$ cat src/sv/crtc_pkg.sv
// Shared types and constants for the CRTC timing register encoder.
// Holds the register numbering, pixel format codes and the encoded field record.
// No dependencies.
package crtc_pkg;

  localparam int NUM_REGS = 33;

  // Register numbers in emission order.
  localparam logic [5:0] CR_H_TOTAL         = 6'd0;
  localparam logic [5:0] CR_H_DISP_END      = 6'd1;
  localparam logic [5:0] CR_H_BLANK_START   = 6'd2;
  localparam logic [5:0] CR_H_BLANK_END     = 6'd3;
  localparam logic [5:0] CR_H_RETRACE_START = 6'd4;
  localparam logic [5:0] CR_H_RETRACE_END   = 6'd5;
  localparam logic [5:0] CR_V_TOTAL         = 6'd6;
  localparam logic [5:0] CR_OVERFLOW        = 6'd7;
  localparam logic [5:0] CR_PRESET_ROW      = 6'd8;
  localparam logic [5:0] CR_MAX_SCAN        = 6'd9;
  localparam logic [5:0] CR_CURSOR_START    = 6'd10;
  localparam logic [5:0] CR_CURSOR_END      = 6'd11;
  localparam logic [5:0] CR_START_HI        = 6'd12;
  localparam logic [5:0] CR_START_LO        = 6'd13;
  localparam logic [5:0] CR_CURSOR_HI       = 6'd14;
  localparam logic [5:0] CR_CURSOR_LO       = 6'd15;
  localparam logic [5:0] CR_V_RETRACE_START = 6'd16;
  localparam logic [5:0] CR_V_RETRACE_END   = 6'd17;
  localparam logic [5:0] CR_V_DISP_END      = 6'd18;
  localparam logic [5:0] CR_OFFSET          = 6'd19;
  localparam logic [5:0] CR_UNDERLINE       = 6'd20;
  localparam logic [5:0] CR_V_BLANK_START   = 6'd21;
  localparam logic [5:0] CR_V_BLANK_END     = 6'd22;
  localparam logic [5:0] CR_MODE_CTRL       = 6'd23;
  localparam logic [5:0] CR_LINE_COMPARE    = 6'd24;
  localparam logic [5:0] XR_CRT_OVERFLOW    = 6'd25;
  localparam logic [5:0] XR_H_OVERFLOW      = 6'd26;
  localparam logic [5:0] XR_V_OVERFLOW      = 6'd27;
  localparam logic [5:0] XR_H_OVERFLOW1     = 6'd28;
  localparam logic [5:0] XR_H_OVERFLOW2     = 6'd29;
  localparam logic [5:0] XR_PITCH           = 6'd30;
  localparam logic [5:0] XR_START_HI        = 6'd31;
  localparam logic [5:0] XR_LINE_WIDTH      = 6'd32;
  localparam logic [5:0] REG_LAST           = XR_LINE_WIDTH;

  // Fixed register contents.
  localparam logic [9:0]  LINE_COMPARE     = 10'h3ff;
  localparam logic [7:0]  CURSOR_START_VAL = 8'h20;
  localparam logic [7:0]  UNDERLINE_VAL    = 8'h40;
  localparam logic [7:0]  MODE_CTRL_VAL    = 8'he3;
  localparam logic [7:0]  LINE_WIDTH_VAL   = 8'(640 / 4);
  localparam logic [15:0] DSCAN_LIMIT      = 16'd300;
  localparam logic [9:0]  VARIANT_SHIFT    = 10'd5;

  typedef enum logic [1:0] {
    PIX_RGB32    = 2'd0,
    PIX_RGB16    = 2'd1,
    PIX_INDEXED8 = 2'd2,
    PIX_OTHER    = 2'd3
  } pix_fmt_t;

  // Only the bits that reach some register byte are kept.
  typedef struct packed {
    logic [9:0]  h_tot;
    logic [9:0]  h_de;
    logic [9:0]  h_bs;
    logic [7:0]  h_be;
    logic [9:0]  h_ss;
    logic [5:0]  h_re;
    logic [10:0] v_tot;
    logic [10:0] v_ss;
    logic [3:0]  v_re;
    logic [10:0] v_de;
    logic [7:0]  v_be;
    logic        dscan;
    logic [11:0] offs;
    logic [23:0] start_addr;
  } enc_fields_t;

endpackage

$ cat src/sv/crtc_req_if.sv
// Mode request channel: valid/ready handshake with the display timing fields.
// No dependencies.
interface crtc_req_if;
  logic        valid;
  logic        ready;
  logic [15:0] h_active;
  logic [15:0] h_sync_on;
  logic [15:0] h_sync_off;
  logic [15:0] h_total;
  logic [15:0] v_active;
  logic [15:0] v_sync_on;
  logic [15:0] v_sync_off;
  logic [15:0] v_total;
  logic [1:0]  pixel_format;
  logic [15:0] row_pixels;
  logic [23:0] start_address;

  modport source (
    output valid, h_active, h_sync_on, h_sync_off, h_total,
           v_active, v_sync_on, v_sync_off, v_total,
           pixel_format, row_pixels, start_address,
    input  ready
  );

  modport sink (
    input  valid, h_active, h_sync_on, h_sync_off, h_total,
           v_active, v_sync_on, v_sync_off, v_total,
           pixel_format, row_pixels, start_address,
    output ready
  );
endinterface

$ cat src/sv/crtc_rsp_if.sv
// Register byte channel: valid/ready handshake with register number, value and last.
// No dependencies.
interface crtc_rsp_if;
  logic       valid;
  logic       ready;
  logic [5:0] reg_number;
  logic [7:0] reg_value;
  logic       last;

  modport source (output valid, reg_number, reg_value, last, input ready);
  modport sink (input valid, reg_number, reg_value, last, output ready);
endinterface

$ cat src/sv/crtc_timing_register_encoder.sv
// Top level of the CRTC timing register encoder.
// Depends on crtc_pkg, crtc_req_if, crtc_rsp_if, crtc_front, crtc_fifo and crtc_back.
//
// Usage:
//   req carries one display mode request per transfer (valid/ready). rsp carries
//   the resulting 33 register bytes in register order, 0x00..0x18 then the eight
//   extended bytes, with last set on register 32.
//   cfg_wr_en/cfg_wr_data write the single variant_630 bit; write it only while
//   no request is in flight. It is sampled when a request is transferred.
// First byte: with the back end idle, the request transfer edge writes the queue
//   and the next edge loads the output register with the first byte.
// Throughput: one register byte per cycle while rsp.ready stays high, set by the
//   back-end sequencer that reads one byte of the queue head each cycle.
//   The front end takes a new request while the back end still emits the
//   previous one; the two-entry queue holds up to two requests.
// Reset: rst clears the queue, the sequencer, the output valid and variant_630.
// Stall: when rsp.ready is low the output register holds its byte, the
//   sequencer waits, and once the queue fills req.ready drops.
module crtc_timing_register_encoder
  import crtc_pkg::*;
(
  input  logic       clk,
  input  logic       rst,
  input  logic       cfg_wr_en,
  input  logic       cfg_wr_data,
  crtc_req_if.sink   req,
  crtc_rsp_if.source rsp
);

  logic        push_valid;
  logic        push_ready;
  enc_fields_t push_data;
  logic        head_valid;
  logic        pop;
  enc_fields_t head_data;

  crtc_front u_front (
    .clk         (clk),
    .rst         (rst),
    .cfg_wr_en   (cfg_wr_en),
    .cfg_wr_data (cfg_wr_data),
    .req         (req),
    .push_valid  (push_valid),
    .push_ready  (push_ready),
    .push_data   (push_data)
  );

  crtc_fifo u_fifo (
    .clk        (clk),
    .rst        (rst),
    .push_valid (push_valid),
    .push_ready (push_ready),
    .push_data  (push_data),
    .head_valid (head_valid),
    .pop        (pop),
    .head_data  (head_data)
  );

  crtc_back u_back (
    .clk        (clk),
    .rst        (rst),
    .head_valid (head_valid),
    .head_data  (head_data),
    .pop        (pop),
    .rsp        (rsp)
  );

endmodule

$ cat src/sv/crtc_front.sv
// Front end: accepts mode requests and works out the CRTC timing fields.
// Depends on crtc_pkg and crtc_req_if; holds the variant_630 register.
module crtc_front
  import crtc_pkg::*;
(
  input  logic         clk,
  input  logic         rst,
  input  logic         cfg_wr_en,
  input  logic         cfg_wr_data,
  crtc_req_if.sink     req,
  output logic         push_valid,
  input  logic         push_ready,
  output enc_fields_t  push_data
);

  logic        variant_630;
  logic [12:0] hvis;
  logic [15:0] hfront_d;
  logic [15:0] hsync_d;
  logic [15:0] hback_d;
  logic [12:0] hfront;
  logic [12:0] hsync;
  logic [12:0] hback;
  logic [15:0] vt_m2;
  logic        dscan;
  logic [11:0] offs;
  pix_fmt_t    fmt;

  always_ff @(posedge clk) begin
    if (rst) begin
      variant_630 <= 1'b0;
    end else if (cfg_wr_en) begin
      variant_630 <= cfg_wr_data;
    end
  end

  assign req.ready  = push_ready;
  assign push_valid = req.valid;

  assign hvis     = req.h_active[15:3];
  assign hfront_d = req.h_sync_on - req.h_active;
  assign hsync_d  = req.h_sync_off - req.h_sync_on;
  assign hback_d  = req.h_total - req.h_sync_off;
  assign hfront   = hfront_d[15:3];
  assign hsync    = hsync_d[15:3];
  assign hback    = hback_d[15:3];

  // A total of 0 or 1 wraps far above the limit, so it never double scans.
  assign vt_m2 = req.v_total - 16'd2;
  assign dscan = (req.v_total >= 16'd2) && (vt_m2 < DSCAN_LIMIT);

  assign fmt = pix_fmt_t'(req.pixel_format);

  always_comb begin
    unique case (fmt)
      PIX_RGB32:    offs = req.row_pixels[12:1];
      PIX_RGB16:    offs = req.row_pixels[13:2];
      PIX_INDEXED8: offs = req.row_pixels[14:3];
      PIX_OTHER:    offs = 12'd0;
      default:      offs = 12'd0;
    endcase
  end

  always_comb begin
    push_data.h_tot = req.h_total[12:3] - 10'd5;
    push_data.h_de  = {2'b00, hvis[7:0]} - 10'd1;
    push_data.h_bs  = hvis[9:0] - 10'd1;
    push_data.h_be  = hvis[7:0] + hfront[7:0] + hsync[7:0] + hback[7:0] - 8'd1;
    push_data.h_ss  = hvis[9:0] + hfront[9:0] - 10'd1
                      + (variant_630 ? VARIANT_SHIFT : 10'd0);
    push_data.h_re  = hvis[5:0] + hfront[5:0] + hsync[5:0] - 6'd1;
    push_data.v_tot = dscan ? {vt_m2[9:0], 1'b0} : vt_m2[10:0];
    push_data.v_ss  = req.v_sync_on[10:0] - 11'd1;
    push_data.v_re  = req.v_sync_off[3:0] - 4'd1;
    push_data.v_de  = req.v_active[10:0] - 11'd1;
    push_data.v_be  = req.v_total[7:0] - 8'd1;
    push_data.dscan = dscan;
    push_data.offs  = offs;
    push_data.start_addr = req.start_address;
  end

endmodule

$ cat src/sv/crtc_fifo.sv
// Two-entry queue of encoded field records between the front and back ends.
// Depends on crtc_pkg.
module crtc_fifo
  import crtc_pkg::*;
(
  input  logic        clk,
  input  logic        rst,
  input  logic        push_valid,
  output logic        push_ready,
  input  enc_fields_t push_data,
  output logic        head_valid,
  input  logic        pop,
  output enc_fields_t head_data
);

  enc_fields_t mem [2];
  logic        wr_ptr;
  logic        rd_ptr;
  logic [1:0]  count;
  logic        do_push;
  logic        do_pop;

  assign push_ready = (count != 2'd2);
  assign head_valid = (count != 2'd0);
  assign head_data  = mem[rd_ptr];
  assign do_push    = push_valid && push_ready;
  assign do_pop     = pop && head_valid;

  always_ff @(posedge clk) begin
    if (do_push) begin
      mem[wr_ptr] <= push_data;
    end
  end

  always_ff @(posedge clk) begin
    if (rst) begin
      wr_ptr <= 1'b0;
      rd_ptr <= 1'b0;
      count  <= 2'd0;
    end else begin
      if (do_push) begin
        wr_ptr <= ~wr_ptr;
      end
      if (do_pop) begin
        rd_ptr <= ~rd_ptr;
      end
      count <= count + {1'b0, do_push} - {1'b0, do_pop};
    end
  end

  a_count_bound: assert property (@(posedge clk) disable iff (rst)
    count <= 2'd2)
    else $error("queue count beyond depth");

  a_ptr_match: assert property (@(posedge clk) disable iff (rst)
    (count == 2'd0 || count == 2'd2) |-> (wr_ptr == rd_ptr))
    else $error("queue pointers disagree with count");

endmodule

$ cat src/sv/crtc_back.sv
// Back end: emits the head record's 33 register bytes, one per unstalled cycle.
// Depends on crtc_pkg and crtc_rsp_if; the output register decouples the receiver.
module crtc_back
  import crtc_pkg::*;
(
  input  logic        clk,
  input  logic        rst,
  input  logic        head_valid,
  input  enc_fields_t head_data,
  output logic        pop,
  crtc_rsp_if.source  rsp
);

  logic [5:0] idx;
  logic       load;
  logic       at_last;
  logic [7:0] byte_val;
  logic       out_valid;
  logic [5:0] reg_number;
  logic [7:0] reg_value;
  logic       last;

  enc_fields_t f;
  assign f = head_data;

  assign load    = head_valid && (!out_valid || rsp.ready);
  assign at_last = (idx == REG_LAST);
  assign pop     = load && at_last;

  always_comb begin
    unique case (idx)
      CR_H_TOTAL:         byte_val = f.h_tot[7:0];
      CR_H_DISP_END:      byte_val = f.h_de[7:0];
      CR_H_BLANK_START:   byte_val = f.h_bs[7:0];
      CR_H_BLANK_END:     byte_val = {3'b100, f.h_be[4:0]};
      CR_H_RETRACE_START: byte_val = f.h_ss[7:0];
      CR_H_RETRACE_END:   byte_val = {f.h_be[5], 2'b00, f.h_re[4:0]};
      CR_V_TOTAL:         byte_val = f.v_tot[7:0];
      CR_OVERFLOW:        byte_val = {f.v_ss[9], f.v_de[9], f.v_tot[9], LINE_COMPARE[8],
                                      f.v_de[8], f.v_ss[8], f.v_de[8], f.v_tot[8]};
      CR_MAX_SCAN:        byte_val = {f.dscan, LINE_COMPARE[9], f.v_de[9], 5'b00000};
      CR_CURSOR_START:    byte_val = CURSOR_START_VAL;
      CR_START_HI:        byte_val = f.start_addr[15:8];
      CR_START_LO:        byte_val = f.start_addr[7:0];
      CR_V_RETRACE_START: byte_val = f.v_ss[7:0];
      CR_V_RETRACE_END:   byte_val = {4'b1000, f.v_re};
      CR_V_DISP_END:      byte_val = f.v_de[7:0];
      CR_OFFSET:          byte_val = f.offs[7:0];
      CR_UNDERLINE:       byte_val = UNDERLINE_VAL;
      CR_V_BLANK_START:   byte_val = f.v_de[7:0];
      CR_V_BLANK_END:     byte_val = f.v_be;
      CR_MODE_CTRL:       byte_val = MODE_CTRL_VAL;
      CR_LINE_COMPARE:    byte_val = LINE_COMPARE[7:0];
      XR_CRT_OVERFLOW:    byte_val = {f.offs[11:8], f.v_ss[10], f.v_de[10],
                                      f.v_de[10], f.v_tot[10]};
      XR_H_OVERFLOW:      byte_val = {3'b000, f.h_be[6], f.h_ss[8], f.h_bs[8],
                                      f.h_de[8], f.h_tot[8]};
      XR_V_OVERFLOW:      byte_val = {4'b0000, f.v_ss[10], f.v_de[10],
                                      f.v_de[10], f.v_tot[10]};
      XR_H_OVERFLOW1:     byte_val = {f.h_ss[9:8], f.h_bs[9:8], f.h_de[9:8], f.h_tot[9:8]};
      XR_H_OVERFLOW2:     byte_val = {5'b00000, f.h_re[5], f.h_be[7:6]};
      XR_PITCH:           byte_val = {4'b0000, f.offs[11:8]};
      XR_START_HI:        byte_val = f.start_addr[23:16];
      XR_LINE_WIDTH:      byte_val = LINE_WIDTH_VAL;
      // Preset row, cursor end and both cursor location bytes read as zero.
      default:            byte_val = 8'h00;
    endcase
  end

  always_ff @(posedge clk) begin
    if (rst) begin
      idx       <= CR_H_TOTAL;
      out_valid <= 1'b0;
    end else begin
      if (load) begin
        idx       <= at_last ? CR_H_TOTAL : idx + 6'd1;
        out_valid <= 1'b1;
      end else if (rsp.ready) begin
        out_valid <= 1'b0;
      end
    end
  end

  always_ff @(posedge clk) begin
    if (load) begin
      reg_number <= idx;
      reg_value  <= byte_val;
      last       <= at_last;
    end
  end

  assign rsp.valid      = out_valid;
  assign rsp.reg_number = reg_number;
  assign rsp.reg_value  = reg_value;
  assign rsp.last       = last;

  a_idx_range: assert property (@(posedge clk) disable iff (rst)
    idx <= REG_LAST)
    else $error("register index out of range");

  a_last_number: assert property (@(posedge clk) disable iff (rst)
    out_valid |-> (last == (reg_number == REG_LAST)))
    else $error("last flag does not match final register");

  a_number_step: assert property (@(posedge clk) disable iff (rst)
    ($past(out_valid && rsp.ready && !last) && out_valid)
      |-> (reg_number == $past(reg_number) + 6'd1))
    else $error("register numbers out of sequence");

  a_pop_at_end: assert property (@(posedge clk) disable iff (rst)
    pop |=> (idx == CR_H_TOTAL))
    else $error("record released before its last byte");

endmodule

$ cat src/flat_wrapper.sv
// flat-port wrapper written by rule: the top's interface ports become plain ports
module crtc_timing_register_encoder_flat import crtc_pkg::*;
  (clk, rst, cfg_wr_en, cfg_wr_data, req_valid, req_h_active, req_h_sync_on, req_h_sync_off, req_h_total, req_v_active, req_v_sync_on, req_v_sync_off, req_v_total, req_pixel_format, req_row_pixels, req_start_address, req_ready, rsp_valid, rsp_reg_number, rsp_reg_value, rsp_last, rsp_ready);
  crtc_req_if req_i ();
  crtc_rsp_if rsp_i ();
  input  logic clk;
  input  logic rst;
  input  logic cfg_wr_en;
  input  logic cfg_wr_data;
  input wire logic [$bits(req_i.valid)-1:0] req_valid;
  input wire logic [$bits(req_i.h_active)-1:0] req_h_active;
  input wire logic [$bits(req_i.h_sync_on)-1:0] req_h_sync_on;
  input wire logic [$bits(req_i.h_sync_off)-1:0] req_h_sync_off;
  input wire logic [$bits(req_i.h_total)-1:0] req_h_total;
  input wire logic [$bits(req_i.v_active)-1:0] req_v_active;
  input wire logic [$bits(req_i.v_sync_on)-1:0] req_v_sync_on;
  input wire logic [$bits(req_i.v_sync_off)-1:0] req_v_sync_off;
  input wire logic [$bits(req_i.v_total)-1:0] req_v_total;
  input wire logic [$bits(req_i.pixel_format)-1:0] req_pixel_format;
  input wire logic [$bits(req_i.row_pixels)-1:0] req_row_pixels;
  input wire logic [$bits(req_i.start_address)-1:0] req_start_address;
  output wire logic [$bits(req_i.ready)-1:0] req_ready;
  output wire logic [$bits(rsp_i.valid)-1:0] rsp_valid;
  output wire logic [$bits(rsp_i.reg_number)-1:0] rsp_reg_number;
  output wire logic [$bits(rsp_i.reg_value)-1:0] rsp_reg_value;
  output wire logic [$bits(rsp_i.last)-1:0] rsp_last;
  input wire logic [$bits(rsp_i.ready)-1:0] rsp_ready;
  assign req_i.valid = req_valid;
  assign req_i.h_active = req_h_active;
  assign req_i.h_sync_on = req_h_sync_on;
  assign req_i.h_sync_off = req_h_sync_off;
  assign req_i.h_total = req_h_total;
  assign req_i.v_active = req_v_active;
  assign req_i.v_sync_on = req_v_sync_on;
  assign req_i.v_sync_off = req_v_sync_off;
  assign req_i.v_total = req_v_total;
  assign req_i.pixel_format = req_pixel_format;
  assign req_i.row_pixels = req_row_pixels;
  assign req_i.start_address = req_start_address;
  assign req_ready = req_i.ready;
  assign rsp_valid = rsp_i.valid;
  assign rsp_reg_number = rsp_i.reg_number;
  assign rsp_reg_value = rsp_i.reg_value;
  assign rsp_last = rsp_i.last;
  assign rsp_i.ready = rsp_ready;
  crtc_timing_register_encoder u_core (.clk(clk), .rst(rst), .cfg_wr_en(cfg_wr_en), .cfg_wr_data(cfg_wr_data), .req(req_i), .rsp(rsp_i));
endmodule
$ cat config.mk
export PLATFORM = sky130hd
export DESIGN_NAME = crtc_timing_register_encoder_flat
export DESIGN_NICKNAME = d
export VERILOG_FILES = /design/src/sv/crtc_pkg.sv /design/src/sv/crtc_req_if.sv /design/src/sv/crtc_rsp_if.sv /design/src/sv/crtc_timing_register_encoder.sv /design/src/sv/crtc_front.sv /design/src/sv/crtc_fifo.sv /design/src/sv/crtc_back.sv /design/src/flat_wrapper.sv
export SDC_FILE = /design/constraint.sdc
export NUM_CORES = 1
export LEC_CHECK = 0
export BUFFER_PORTS_ARGS = -buffer_cell sky130_fd_sc_hd__buf_2
export CAP_MARGIN = 20
export CORE_MARGIN = 8
export CORE_UTILIZATION = 40
export CTS_BUF_LIST = sky130_fd_sc_hd__clkbuf_2
export DETAILED_ROUTE_END_ITERATION = 10
export PLACE_DENSITY = 0.63
export SETUP_SLACK_MARGIN = 0.5
export SYNTH_ARGS = -nofsm -noshare
export SYNTH_HDL_FRONTEND = slang
export SYNTH_HIERARCHICAL = 1
export SYNTH_SLANG_ARGS = --single-unit
export TNS_END_PERCENT = 10
$ cat constraint.sdc
create_clock -name clk -period 6.9 [get_ports clk]
set_input_delay 0.69 -clock clk [delete_from_list [all_inputs] [get_ports clk]]
set_output_delay 0.69 -clock clk [all_outputs]
set_load 0.01 [all_outputs]
==> impl_metrics.py <==
metrics = {
    "grt": {
        "grt_pass1_wl_um": 62400,
        "grt_max_degree": 94,
        "grt-busiest-layer": "met2",
        "grt_usage": 0.169,
        "grt_use_met2": 0.274,
        "antenna_found_initial": 1,
        "grt_pass1_vias": 11000,
        "use_met3": 0.0341,
        "grt_use_met1": 0.223,
        "overflow": 0,
    },
    "die": {
        "initial_core_util": 0.406,
        "core_um2": 40900,
        "dieArea_um2": 48300,
        "rows": 74,
        "dieHeight_um": 220,
        "ioPinCount": 193,
        "die-width_um": 220,
    },
    "synth": {
        "synth_common_cells": "287 x edfxtp_1, 100 x mux2_2, 93 x inv_1",
        "synth-seq-area-share": 0.534,
        "yosysWarnings": 6,
        "synth_area_um2": 16600,
        "postSynthCellCount": 1290,
        "synth-async-reset-ratio": 0,
        "synth_seq_cells": 300,
        "yosysUniqueCellTypes": 79,
        "ys.flop_type": "edfxtp_1",
        "synth_area_leaders": "edfxtp_1 52%, mux2_2 6.8%, ha_1 6.2%, mux2_4 3.6%, xnor2_1 3.1%",
        "netlist.area_leader.share": 0.518,
        "synth.most_common_cell": "edfxtp_1",
        "syn_area_per_cell_um2": 12.9,
        "yosys.area.top_type": "edfxtp_1",
        "syn_nets": 1564,
        "synth_edf_count": 287,
    },
    "layout": {
        "stdcell_area_um2": 18600,
        "drive_gt1_frac": 0.293,
        "stdcell_count": 2062,
        "syn2layout_area_growth_pct": 11.9,
        "layout.nets": 1752,
    },
    "detailed_routing": {
        "vias": 10700,
        "ant_nets": 0,
        "avgViaCountPerCell": 5.20,
        "drt_first_iter_violations": 635,
        "wl_um": 41900,
        "first_pass_iters": 5,
        "wire_per_inst_um": 20.3,
        "drc": 0,
    },
    "sta": {
        "whs_ps": 145,
        "setup_ws_ps": 2410,
        "post-route-min-period_ps": 4490,
        "worst_pin_slew_ps": 990,
        "setup_viol": 0,
        "max_freq_mhz": 223,
        "clock_skew_ps": 52.2,
        "slew_headroom": 0.339,
        "report.final.slew_viol_count": 0,
        "rsz0062_at_grt": "no",
        "period_share": 0.651,
        "fin_tns_setup_ps": 0,
        "hold_viol": 0,
    },
    "power_and_ir_drop": {
        "clkPwrFrac": 0.222,
        "power_density_nw_per_um2": 281,
        "intPower_w": 0.00358,
        "swShare": 0.315,
        "ir_drop_mv": 0.147,
        "seqPwrFrac": 0.472,
        "switchingPower_w": 0.00164,
        "leakage_nw": 7.34,
        "power_frac_comb": 0.306,
    },
    "setup_path": {
        "crit_required_ps": 7490,
        "timing.setup.critical_path_class": "primary input to flip-flop",
        "critPathLaunchType": "primary input",
        "cp_max_fo": 3,
        "r2r-start": "u_core/u_front/variant_630",
        "end_kind": "flip-flop",
        "arrival_ps": 5080,
        "cp-startpoint": "req_h_active[1]",
    },
    "min_path": {
        "hold_path_class": "primary input to flip-flop",
        "min_from": "rst",
    },
    "clock_tree": {
        "numCtsBuffers": 76,
        "cts_sinks": 300,
        "cts_buffer_depth": 3,
        "htreeDepth": 3,
        "insertion_delay_ps": 870,
        "cts_root_buf": "clkbuf_2",
        "tritoncts": "yes",
        "path_clk_slew_ps": 110,
        "cts_resized": 0,
    },
    "run_status": {
        "status": "finished clean",
    },
    "placed_design": {
        "globalplace.congestion": 0.900,
        "port_buffers": 153,
        "hpwl_um": 30900,
        "dp_cells": 1904,
        "place_ws_ps": 1550,
        "place_area_um2": 17600,
    },
    "run": {
        "drv_cap": 0,
    },
}
-- path summary, 6_finish.rpt --
check                                             endpoint  slack [ps]  cells after the start
worst max-delay path             u_core/u_fifo/mem[0][105]        2410                     21
worst min-delay path            u_core/u_front/variant_630         140                      2
worst min register to register     u_core/u_back/rsp.valid         500                      2
worst max register to register    u_core/u_fifo/mem[0][97]        3590                     12
-- cell type report --
type | count | area (um^2)
diodes | 2 | 5.00
clock buffers | 108 | 541
clock inverters | 20 | 130
fillers | 3814 | 22300
inverters | 93 | 349
multi-input cells | 813 | 6870
flip-flops and latches | 300 | 8880
well taps | 532 | 666
repair buffers | 194 | 1170
-- cell usage in the layout (no fill, tap or decap), types with 4 or more instances in the layout --
master	netlist	routed
a21oi_1	40	40
o21a_1	6	6
nor4_1	11	10
a31oi_1	9	9
nand4_1	17	17
a21o_1	12	12
nand2b_1	10	10
buf_2	18	153
nor2_1	59	58
a22oi_1	12	12
mux2_2	100	100
mux2_4	40	40
xnor2_1	59	59
clkbuf_2	0	109
fa_1	16	16
inv_2	0	4
a221oi_1	4	4
dlygate4sd3_1	0	26
nand2_1	59	59
buf_4	38	12
nand3_1	30	30
xor2_1	43	43
or3_1	5	5
o21ai_0	30	30
dfxtp_1	13	12
and3_1	14	13
clkinv_1	0	12
nor2b_1	24	24
o21bai_1	4	4
and2_1	8	8
a22o_1	5	5
edfxtp_1	287	287
nor3_1	23	23
inv_1	93	93
a32oi_1	8	8
nand3b_1	5	5
ha_1	82	82
mux2i_1	15	15
a32o_1	7	7
-- power by group through the flow --
| stage | registers [W] | logic [W] | clock network, W |
|---|---|---|---|
| global route | 0.00249 | 0.00177 | 0.00130 |
| floorplan | 0.00251 | 0.00111 | 0 |
| global placement | 0.00250 | 0.00154 | 0 |
| finish | 0.00246 | 0.00160 | 0.00116 |
| detailed placement | 0.00251 | 0.00158 | 0 |
| CTS | 0.00247 | 0.00160 | 0.00122 |
-- cells by family (layout without fill, tap and decap cells) --
kind of cell	Yosys count	after routing	share of synthesized area
and+or+nand+nor	293	293	0.0951
other	0	2	0
AOI/OAI and AO/OA	165	165	0.0686
adders and majority gates	98	98	0.0810
muxes	155	155	0.113
xor gates and xnor gates	102	102	0.0537
buffers and inverters	177	415	0.0544
DFF	300	300	0.534
-- state kept, by name (all words and copies together), names as in the netlist, named ones only --
| name | flops |
|---|---|
| u_core/u_back/rsp.valid | 1 |
| u_core/u_back/idx | 6 |
| u_core/u_fifo/mem | 272 |
| u_core/u_front/variant_630 | 1 |
| u_core/u_fifo/rd_ptr | 1 |
| u_core/u_back/rsp.reg_number | 6 |
| u_core/u_fifo/wr_ptr | 1 |
| u_core/u_fifo/count | 2 |
| u_core/u_back/rsp.reg_value | 8 |
| u_core/u_back/rsp.last | 1 |
-- repair_timing --
action,CTS,global route
buffers inserted,0,0
hold endpoints to repair,49,0
setup endpoints to repair,0,0
hold buffers,26,0
-- layer usage --
| metal | up-vias | part of all wire |
|---|---|---|
| met4 | 0 | 0.025 |
| met5 | - | 0 |
| met3 | 55 | 0.055 |
| li1 | 5123 | - |
| met2 | 295 | 0.47 |
| met1 | 5251 | 0.45 |
-- critical path, stage by stage --
cell,delay [ps]
buf_2,70
inv_1,30
ha_1,280
a21o_1,160
a21o_1,210
and2_1,200
o21a_1,200
nor2_1,200
xor2_1,180
ha_1,270
fa_1,540
inv_1,90
fa_1,550
fa_1,470
a21oi_1,160
nor2_1,60
nor2_1,150
o21ai_0,130
xnor2_1,200
xnor2_1,150
xnor2_1,100
-- stage by stage --
step           utilization  power (W)
6_report             0.455    0.00522
3_5_place_dp         0.431    0.00409
5_1_grt              0.455    0.00556
4_1_cts              0.454    0.00529
3_3_place_gp         0.431    0.00404
2_1_floorplan            -    0.00362
(Power assumes the default switching activity.)
